==> config.mk <==
export PLATFORM = sky130hd
export DESIGN_NAME = grcn_div
export DESIGN_NICKNAME = d
export VERILOG_FILES = /design/src/hw/rtl/grcn_pkg.sv /design/src/hw/rtl/grcn_div.sv
export SDC_FILE = /design/constraint.sdc
export NUM_CORES = 1
export LEC_CHECK = 0
export ABC_CLOCK_PERIOD_IN_PS = 3600
export BUFFER_PORTS_ARGS = -buffer_cell sky130_fd_sc_hd__buf_2
export CORE_UTILIZATION = 57
export DETAILED_ROUTE_END_ITERATION = 12
export PLACE_DENSITY = 0.83
export SKIP_LAST_GASP = 1
export SYNTH_ARGS = -nofsm -noshare
export SYNTH_HDL_FRONTEND = slang
export SYNTH_SLANG_ARGS = --single-unit
==> constraint.sdc <==
create_clock -name clk -period 3.6 [get_ports clk]
set_input_delay 0.36 -clock clk [delete_from_list [all_inputs] [get_ports clk]]
set_output_delay 0.36 -clock clk [all_outputs]
set_load 0.02 [all_outputs]
==> src/hw/rtl/grcn_pkg.sv <==
// ----------------------------------------------------------------------------
// grcn_pkg: shared types and constants for the grid ray-cast core
// Register indexes, trig table, reset values and sequencer states.
// ----------------------------------------------------------------------------
package grcn_pkg;

	localparam int DEF_MAX_WIDTH  = 256;
	localparam int DEF_MAX_HEIGHT = 256;

	// configuration register indexes
	localparam logic [2:0] REG_ORIGIN_X   = 3'd0;
	localparam logic [2:0] REG_ORIGIN_Y   = 3'd1;
	localparam logic [2:0] REG_CELL_SIZE  = 3'd2;
	localparam logic [2:0] REG_MAP_WIDTH  = 3'd3;
	localparam logic [2:0] REG_MAP_HEIGHT = 3'd4;
	localparam logic [2:0] REG_MAX_RANGE  = 3'd5;

	localparam logic        OP_WRITE = 1'b0;
	localparam logic        OP_QUERY = 1'b1;
	localparam logic        KIND_HIT = 1'b0;
	localparam logic        KIND_SUM = 1'b1;

	localparam logic [15:0] CELL_SIZE_RST = 16'd51;
	localparam logic [8:0]  MAP_DIM_RST   = 9'd256;
	localparam logic [15:0] MAX_RANGE_RST = 16'd10240;
	localparam logic [16:0] STEP_EXTRA    = 17'd10;
	localparam logic [16:0] NONE_DIST     = 17'd102400;
	localparam logic [23:0] NONE_POS      = 24'd102400;
	localparam logic [3:0]  LAST_RAY      = 4'd11;
	localparam logic [30:0] Q14_HALF      = 31'd8192;

	// dividend width: offset from origin of an in-front sample
	localparam int DIV_NW = 25;
	localparam int DIV_DW = 16;

	typedef enum logic [9:0] {
		ST_CLEAR = 10'b0000000001,
		ST_IDLE  = 10'b0000000010,
		ST_MUL   = 10'b0000000100,
		ST_CHK   = 10'b0000001000,
		ST_DIV   = 10'b0000010000,
		ST_IDX   = 10'b0000100000,
		ST_RD    = 10'b0001000000,
		ST_HIT   = 10'b0010000000,
		ST_EMIT  = 10'b0100000000,
		ST_SUM   = 10'b1000000000
	} state_t;

	// Q14 magnitude of cos(k*30 deg)
	function automatic logic [14:0] cos_mag(input logic [3:0] k);
		case (k)
			4'd0, 4'd6:                  cos_mag = 15'd16384;
			4'd1, 4'd5, 4'd7, 4'd11:     cos_mag = 15'd14189;
			4'd2, 4'd4, 4'd8, 4'd10:     cos_mag = 15'd8192;
			default:                     cos_mag = 15'd0;
		endcase
	endfunction

	function automatic logic cos_neg(input logic [3:0] k);
		cos_neg = (k >= 4'd4) && (k <= 4'd8);
	endfunction

	// Q14 magnitude of sin(k*30 deg)
	function automatic logic [14:0] sin_mag(input logic [3:0] k);
		case (k)
			4'd3, 4'd9:                  sin_mag = 15'd16384;
			4'd2, 4'd4, 4'd8, 4'd10:     sin_mag = 15'd14189;
			4'd1, 4'd5, 4'd7, 4'd11:     sin_mag = 15'd8192;
			default:                     sin_mag = 15'd0;
		endcase
	endfunction

	function automatic logic sin_neg(input logic [3:0] k);
		sin_neg = (k >= 4'd7) && (k <= 4'd11);
	endfunction

	// clamp a 26-bit signed coordinate to 24 bits
	function automatic logic [23:0] sat24(input logic signed [25:0] v);
		if (v > 26'sd8388607)
			sat24 = 24'h7FFFFF;
		else if (v < -26'sd8388608)
			sat24 = 24'h800000;
		else
			sat24 = v[23:0];
	endfunction

endpackage

==> src/hw/rtl/grcn_div.sv <==
// ----------------------------------------------------------------------------
// grcn_div: restoring divider
// One quotient bit per cycle; quotient valid once busy drops.
// ----------------------------------------------------------------------------
module grcn_div
	import grcn_pkg::*;
#(
	parameter int NW = DIV_NW,
	parameter int DW = DIV_DW
) (
	input  logic          clk,
	input  logic          arst_n,
	input  logic          start,
	input  logic [NW-1:0] dividend,
	input  logic [DW-1:0] divisor,
	output logic          busy,
	output logic [NW-1:0] quotient
);
	localparam int CW = (NW > 1) ? $clog2(NW) : 1;

	logic          run_q;
	logic [CW-1:0] cnt_q;
	logic [DW:0]   rem_q;
	logic [NW-1:0] quo_q;
	logic [DW-1:0] dvs_q;
	logic [DW:0]   shifted;
	logic          fits;

	// trial subtract of the shifted remainder
	assign shifted = {rem_q[DW-1:0], quo_q[NW-1]};
	assign fits    = shifted >= {1'b0, dvs_q};

	always_ff @(posedge clk or negedge arst_n) begin
		if (!arst_n) begin
			run_q <= 1'b0;
			cnt_q <= '0;
		end else if (start) begin
			run_q <= 1'b1;
			cnt_q <= CW'(NW - 1);
		end else if (run_q) begin
			cnt_q <= cnt_q - 1'b1;
			if (cnt_q == '0)
				run_q <= 1'b0;
		end
	end

	always_ff @(posedge clk) begin
		if (start) begin
			rem_q <= '0;
			quo_q <= dividend;
			dvs_q <= divisor;
		end else if (run_q) begin
			rem_q <= fits ? (shifted - {1'b0, dvs_q}) : shifted;
			quo_q <= {quo_q[NW-2:0], fits};
		end
	end

	assign busy     = run_q;
	assign quotient = quo_q;

endmodule

# Yosys cells after proc, flatten, opt, wreduce, memory -nomap -nowiden
# Cells that the tools add are included.
# totals
input_bits	44
word_cells	18
reg_bits	63
# op_classes
n_reduce_logical	2
add_sub_neg	2
n_mux	8
magnitude_cmp	1
# ops
operator	n
2-to-1 mux 25 bit	2
>= comparator 17 x 16 -> 1 bit	1
2-to-1 mux 16 bit	1
subtractor 16 bit	1
2-to-1 mux 5 bit	2
zero test 5 bit	1
subtractor 5 x 1 -> 5 bit (second input constant)	1
2-to-1 mux 1 bit	3
nonzero test 2 bit	1

# Logic depth before layout (Yosys ltp)
# Gate-level depths: netlist of run 1.
# depth
word_depth	4
depth_mapped	10

# Least setup slack after synthesis of run 1
# No wires, ideal clock.
# synth_timing
kind	flip-flop to flip-flop
from	reg quo_q[24] (netlist: quotient[24])
to	reg rem_q[14]
n_path_buf	0
path_stages_with_launch	10
arrival_time_ns	2.077
required_ns	3.526
slack_ns	1.449
cell_sequence	edfxtp_1 inv_1 ha_1 fa_1 nor2b_1 o2111ai_1 a21boi_0 a221oi_1 xor2_1 o21ai_0
# synth_via
elab_chain_cells	2
word_cells_on_any_way	3
classes_between	add/sub: 1; order compare: 1; mux: 1
# synth_rtl
item	line	source
start, declared	grcn_div.sv:24	logic [NW-1:0] quo_q;
start signal, assigned	grcn_div.sv:50	quo_q <= dividend;
start signal, assigned	grcn_div.sv:54	quo_q <= {quo_q[NW-2:0], fits};
subtractor 16 bit or >= comparator 17 x 16 -> 1 bit (tied branches)	grcn_div.sv:53, grcn_div.sv:31	
2-to-1 mux 16 bit *	grcn_div.sv:53	rem_q <= fits ? (shifted - {1'b0, dvs_q}) : shifted;
end signal, assigned	grcn_div.sv:53	
end, declared	grcn_div.sv:23	logic [DW:0] rem_q;
# Mark *: on every way between the ends. The rest lies on a longest branch, timed or not.
# A chain may end at the register's enable or synchronous reset.

# Worst setup path in the final report of run 1
# layout_timing
from	reg dvs_q[8]
to	reg rem_q[7]
# layout_via
elab_chain_cells	2
# layout_rtl
item	line	source
start, declared	grcn_div.sv:25	logic [DW-1:0] dvs_q;
start signal, assigned	grcn_div.sv:51	dvs_q <= divisor;
>= comparator 17 x 16 -> 1 bit	grcn_div.sv:31	assign fits = shifted >= {1'b0, dvs_q};
2-to-1 mux 16 bit	grcn_div.sv:53	
# Every way passes these cells.

==> impl_metrics.py, run 1 <==
metrics = {
    "layout": {
        "multi_input_area_sq_um": 1570,
        "fillCellCount": 414,
        "syn_to_final_growth_pct": 18.0,
        "final_nets": 437,
        "antenna_cells": 0,
        "drive_gt1_share_pct": 31.4,
        "regArea_sq_um": 1700,
    },
    "synthesis": {
        "ys_warn_count": 0,
        "synth_area_leaders": "edfxtp_1, dfxtp_1, mux2_2",
        "synthDominantCellAreaShare_pct": 36.2,
        "synth_common_cells": "edfxtp_1, mux2_2, nor2_1",
        "yosys_register_bits": 63,
        "synth-edff-count": 41,
        "async_reset_ff_share_pct": 9.52,
        "synth_cell_types": 54,
        "syn_nets": 364,
        "synthFlopType": "edfxtp_1",
        "synthCells": 301,
        "avgSynthCellArea_sq_um": 11.3,
        "synth.most_common_cell": "edfxtp_1",
        "yosysTopAreaCell": "edfxtp_1",
        "netlist_area_sq_um": 3400,
        "ys_seq_area_share_pct": 50.0,
    },
    "setup_path": {
        "critPathKind": "flop to flop",
        "worstPathArrival_ps": 2800,
        "r2r-start": "dvs_q[8]$_DFFE_PP_",
        "rr_worst_depth": 9,
        "start_kind": "flop",
        "crit-reg2reg-capture": "rem_q[7]$_SDFFE_PP0P_",
        "cp_max_fo": 16,
        "r2r_slack_ps": 1000,
        "crit_path_end_kind": "flop",
        "cp.required_ps": 3810,
    },
    "clock_tree": {
        "cts_setup_buffers": 0,
        "htreeDepth": 3,
        "numCtsBuffers": 9,
        "worstSkewPairLatency_ps": 350,
        "clockBufferDepth": 2,
        "cts_sinks": 63,
        "cts_resized": 0,
        "cts_tree": "yes",
        "clk_pin_slew_worst_paths_ps": 80,
        "cts_root_buf": "clkbuf_8",
        "cts_hold_buf": 1,
    },
    "timing": {
        "rsz0062_at_grt": "no",
        "max_slew_margin_pct": 38.0,
        "clock.fmax_ghz": 0.385,
        "hold_viol": 0,
        "max_slew.worst_pin.slew_ps": 929,
        "setup_violations": 0,
        "fin_setup_tns_ps": 0,
        "fin_crit_ps": 2600,
        "skew_ps": 8.15,
        "finalCritPeriodShare_pct": 72.2,
        "setup_slack_ps": 1000,
        "slew_viol_final": 0,
    },
    "floorplan": {
        "core_sq_um": 5640,
        "fp.dieW_um": 79.3,
        "start_util_pct": 60.3,
        "rows": 27,
        "die-area_sq_um": 6280,
        "die_h_um": 79.3,
        "io_pins": 70,
    },
    "detailed_routing": {
        "drtIter0Drc": 108,
        "first_pass_iters": 5,
        "ant_nets": 0,
        "drt-wirelength-per-cell_um": 15.4,
        "drc": 0,
        "vias_per_cell": 5.59,
        "routed-via-count": 2522,
        "wl_um": 6960,
    },
    "global_route": {
        "track_usage_pct": 24.1,
        "grt_pass1_wl_um": 11400,
        "grt_pass1_vias": 2515,
        "grt_max_degree": 40,
        "grt-ovfl-total": 0,
        "antenna_found_initial": 0,
    },
    "placement": {
        "dp_slack_ps": 1090,
        "port_buffers": 69,
        "gp_congestion": 0.875,
        "dpl.hpwl_um": 4950,
    },
    "power": {
        "p_leak_nw": 1.78,
        "vdd_drop_max_mv": 0.312,
        "powerDensity_nw_per_um2": 445,
    },
    "outcome": {
        "status": "completed",
    },
    "hold_path": {
        "hold_start": "divisor[1]",
        "min_path_cells": 1,
        "min_to": "dvs_q[1]$_DFFE_PP_",
        "holdCritPathClass": "input pin to flop",
    },
    "flow_run": {
        "max_cap_violations": 0,
    },
}
==> per-layer routing <==
metal / up-vias / wire, um / GRT usage, %
li1: 1262 / - / -
met1: 1169 / 3050 / 29.2
met2: 83 / 3440 / 40.4
met3: 8 / 346 / 4.83
met4: 0 / 117 / 12.2
met5: - / 0 / 0
==> state kept, by name (all words and copies together), names as in the netlist <==
signal,count
busy,1
rem_q,16
quotient,25
cnt_q,5
dvs_q,16
==> layout make-up <==
type	instances	share of cell area, %
clock buffers	9	3.09
clock inverters	7	1.84
inverters	20	1.87
multi-input cells	207	39.2
flip-flops and latches	63	42.4
well taps	72	2.24
repair buffers	73	9.41
==> through the flow <==
step	utilization [%]	instances	total power (W)	cell area [sq um]	hold WS [ps]
floorplan	-	301	0.00109	3400	64.4
global placement	67.5	434	0.00117	3810	188
finish	71.2	451	0.00179	4020	181
global route	71.2	451	0.00186	4020	171
detailed placement	67.5	434	0.00119	3810	197
CTS	71.2	451	0.00180	4020	167
==> worst max-delay path, stage by stage, from the launching register on <==
cell	delay, ps
edfxtp_1	320
inv_1	40
ha_1	340
a21oi_1	260
o21ai_0	220
a41o_1	280
o31ai_4	340
buf_4	320
mux2i_1	230
a211oi_1	100
==> placed cells by master (no fill, tap or decap), types with 2 or more instances in the layout <==
master     netlist  layout
a211oi_1         8       8
a21o_1           6       6
a21oi_1         12      12
a311oi_1         2       2
a32oi_1          5       5
and2_1           3       3
and3_1           3       3
buf_2            1      69
buf_4            1       3
clkbuf_8         0       9
clkinv_2         0       2
clkinv_4         0       3
dfrtp_1          6       6
dfxtp_1         16      16
edfxtp_1        41      41
ha_1            18      18
inv_1           20      20
mux2_2          24      24
mux2i_1          7       7
nand2_1         17      17
nand2b_1         7       7
nand3_1          6       6
nor2_1          21      21
nor2b_1          3       3
nor3_1           4       4
o2111ai_1        2       2
o211ai_1         6       6
o21a_1           4       4
o21ai_0          9       9
or2_1            2       2
or2_2            3       3
xnor2_1         11      11
xor2_1           3       3
==> report_power, final <==
group          leakage, nW  total, W  switching, W  internal [W]
sequential           0.619  0.000871     0.0000333      0.000838
clock               0.0992  0.000614      0.000294      0.000320
combinational         1.06  0.000302      0.000168      0.000134
total                 1.78   0.00179      0.000495       0.00129
==> how the worst max path moves through the flow <==
stage | from | to | slack [ps] | cells after the start
after floorplan | quotient[24]$_DFFE_PP_ | rem_q[14]$_SDFFE_PP0P_ | 1450 | 9
after global placement | rem_q[11]$_SDFFE_PP0P_ | rem_q[6]$_SDFFE_PP0P_ | 1150 | 8
after detailed placement | dvs_q[8]$_DFFE_PP_ | rem_q[7]$_SDFFE_PP0P_ | 1090 | 9
after CTS | dvs_q[8]$_DFFE_PP_ | rem_q[7]$_SDFFE_PP0P_ | 1030 | 9
after global routing | dvs_q[8]$_DFFE_PP_ | rem_q[7]$_SDFFE_PP0P_ | 810 | 9
final | dvs_q[8]$_DFFE_PP_ | rem_q[7]$_SDFFE_PP0P_ | 1000 | 9
==> kinds of logic (layout without fill, tap and decap cells) <==
logic type	count (synthesis)	count (layout)	synth area share [%]
simple gates	75	75	10.9
buf+inv	31	109	3.79
fa+ha+maj	19	19	7.21
compound gates	68	68	14.5
flops	63	63	50.0
mux	31	31	10.0
xor+xnor	14	14	3.60
Power figures use the tool's default switching activity.
==> run 2: changes to the inputs <==
--- a/config.mk
+++ b/config.mk
@@ -5,11 +5,11 @@
 export SDC_FILE = /design/constraint.sdc
 export NUM_CORES = 1
 export LEC_CHECK = 0
-export ABC_CLOCK_PERIOD_IN_PS = 3600
+export ABC_CLOCK_PERIOD_IN_PS = 2300
 export BUFFER_PORTS_ARGS = -buffer_cell sky130_fd_sc_hd__buf_2
-export CORE_UTILIZATION = 57
+export CORE_UTILIZATION = 50
 export DETAILED_ROUTE_END_ITERATION = 12
-export PLACE_DENSITY = 0.83
+export PLACE_DENSITY = 0.77
 export SKIP_LAST_GASP = 1
 export SYNTH_ARGS = -nofsm -noshare
 export SYNTH_HDL_FRONTEND = slang
==> constraint.sdc (replaced) <==
create_clock -name clk -period 2.3 [get_ports clk]
set_input_delay 0.23 -clock clk [delete_from_list [all_inputs] [get_ports clk]]
set_output_delay 0.23 -clock clk [all_outputs]
set_load 0.02 [all_outputs]
==> run 2 against run 1 <==
Effect of this change:
- the flow now finishes with violations (DRC)
- global-route usage shrank 2.1 points
- die area up 14%
- non-clock buffer count is 24 higher
- hold slack got worse by 130 ps
- sequential share of layout area decreased by 3.6 points
- core utilization shrank 3.3 points
- critical path type unchanged
- critical endpoint is now rem_q[0]$_SDFFE_PP0P_
- largest cell class unchanged
==> impl_metrics.py, run 2 (synthesis results as in run 1) <==
metrics = {
    "clock_tree": {
        "cts_root_buf": "clkbuf_8",
        "numCtsBuffers": 9,
        "htreeDepth": 3,
        "clockBufferDepth": 2,
        "cts_sinks": 63,
        "worstSkewPairLatency_ps": 350,
        "clk_pin_slew_worst_paths_ps": 70,
        "cts_tree": "yes",
    },
    "timing": {
        "max_slew.worst_pin.slew_ps": 518,
        "setup_violations": 0,
        "hold_viol": 0,
        "fin_crit_ps": 2240,
        "whs_ps": 54.3,
        "clock.fmax_ghz": 0.445,
        "setup_slack_ps": 55.3,
        "slew_viol_final": 0,
        "max_slew_margin_pct": 65.4,
        "skew_ps": 8.78,
        "finalCritPeriodShare_pct": 97.6,
    },
    "global_route": {
        "track_usage_pct": 22.0,
        "antenna_found_initial": 0,
        "grt_max_degree": 28,
        "grt-ovfl-total": 0,
        "grt_pass1_vias": 2575,
        "grt_pass1_wl_um": 12100,
    },
    "detailed_routing": {
        "routed-via-count": 2665,
        "drtIter0Drc": 180,
        "ant_nets": 0,
        "drc": 5,
        "drt-wirelength-per-cell_um": 16.0,
        "vias_per_cell": 5.55,
        "first_pass_iters": 8,
        "wl_um": 7660,
    },
    "hold_path": {
        "min_to": "dvs_q[5]$_DFFE_PP_",
        "holdCritPathClass": "input pin to flop",
        "hold_start": "divisor[5]",
        "min_path_cells": 1,
    },
    "setup_path": {
        "crit_buf_inv": 3,
        "rr_worst_depth": 10,
        "crit_path_end_kind": "flop",
        "cp_cell_sequence": "inv_1 > ha_1 > o211ai_1 > a21oi_1 > o21a_1 > o31ai_4 > buf_6 > clkbuf_16 > or2_2 > a311oi_2",
        "cp_max_fo": 6,
        "slowest_delay_ps": 370,
        "cp_slowest_cell": "ha_1",
        "cp.required_ps": 2560,
        "cp_top_family": "compound AO/OA/AOI/OAI gates",
        "r2r_slack_ps": 60,
        "worstPathArrival_ps": 2500,
        "critPathKind": "flop to flop",
        "crit-reg2reg-capture": "rem_q[0]$_SDFFE_PP0P_",
        "start_kind": "flop",
        "r2r-start": "dvs_q[4]$_DFFE_PP_",
    },
    "placement": {
        "dp_slack_ps": -27.6,
        "dpl.hpwl_um": 5360,
        "gp_congestion": 0.882,
        "port_buffers": 69,
    },
    "flow_run": {
        "max_cap_violations": 0,
    },
    "layout": {
        "drive_gt1_share_pct": 40.4,
        "final_cell_mix": "buf_2, edfxtp_1, mux2_2",
        "final_nets": 461,
        "syn_to_final_growth_pct": 28.9,
        "fin_util_pct": 67.9,
        "largest_reg_flops": 25,
        "antenna_cells": 0,
        "final_common_cell": "buf_2",
    },
    "floorplan": {
        "die_h_um": 84.5,
        "rows": 29,
        "start_util_pct": 52.7,
        "die-area_sq_um": 7140,
        "core_sq_um": 6460,
        "io_pins": 70,
        "fp.dieW_um": 84.5,
    },
    "power": {
        "powerDensity_nw_per_um2": 676,
        "vdd_drop_max_mv": 0.460,
        "p_leak_nw": 1.92,
    },
    "outcome": {
        "violations": "DRC",
        "status": "complete, but fails checks",
    },
}
-- run 2: cell types whose count changed in the layout (fill, tap and decap cells not counted), sizes merged --
cell	previous run	this run
bufinv	1	2
buf	72	95
clkinv	5	4
clkbuf	9	10
-- run 2: what timing repair did --
item,in CTS,in global routing
buffers inserted,0,5
endpoints found under the hold margin,6,0
setup endpoints to repair,6,17
hold buffers,1,0
pin swaps,1,9
gates cloned,0,1
gates resized for setup,2,24
-- run 2: worst max path at each step --
| stage | start | to | depth (start not counted) |
|---|---|---|---|
| after global routing | quotient[24]$_DFFE_PP_ | rem_q[14]$_SDFFE_PP0P_ | 9 |
| after detailed placement | dvs_q[12]$_DFFE_PP_ | rem_q[3]$_SDFFE_PP0P_ | 9 |
| after global placement | dvs_q[12]$_DFFE_PP_ | rem_q[6]$_SDFFE_PP0P_ | 9 |
| after CTS | dvs_q[8]$_DFFE_PP_ | rem_q[5]$_SDFFE_PP0P_ | 9 |
| final | dvs_q[4]$_DFFE_PP_ | rem_q[0]$_SDFFE_PP0P_ | 10 |
| after floorplan | quotient[24]$_DFFE_PP_ | rem_q[14]$_SDFFE_PP0P_ | 9 |
-- run 2: area by class of cell --
type | instances | area (sq um)
clock inverter | 7 | 97.6
tap | 77 | 96.3
clock buffer | 9 | 124
timing repair buffer | 97 | 604
fill | 488 | 2070
inverter | 20 | 75.1
multi-input combinational | 207 | 1690
sequential | 63 | 1700
-- run 2: report_power, final --
part	internal, W	total [W]	switching [W]
clock network	0.000611	0.00107	0.000459
registers	0.00131	0.00137	0.0000541
logic	0.000244	0.000526	0.000283
total	0.00217	0.00296	0.000796
-- run 2: stage by stage --
stage,total power [W],std cells,area (sq um),setup TNS [ps]
after floorplan,0.00171,301,3400,0
after global placement,0.00187,457,3970,0
after detailed placement,0.00189,457,3970,-72.3
after CTS,0.00296,474,4210,0
after global routing,0.00309,480,4390,-10.6
final,0.00296,480,4390,0
-- run 2: layer usage --
metal	up-vias	track usage, %	share of wire (%)
li1	1306	-	-
met1	1275	26.6	42
met2	65	37.3	51
met3	19	5.31	3.7
met4	0	9.86	2.5
met5	-	0	0
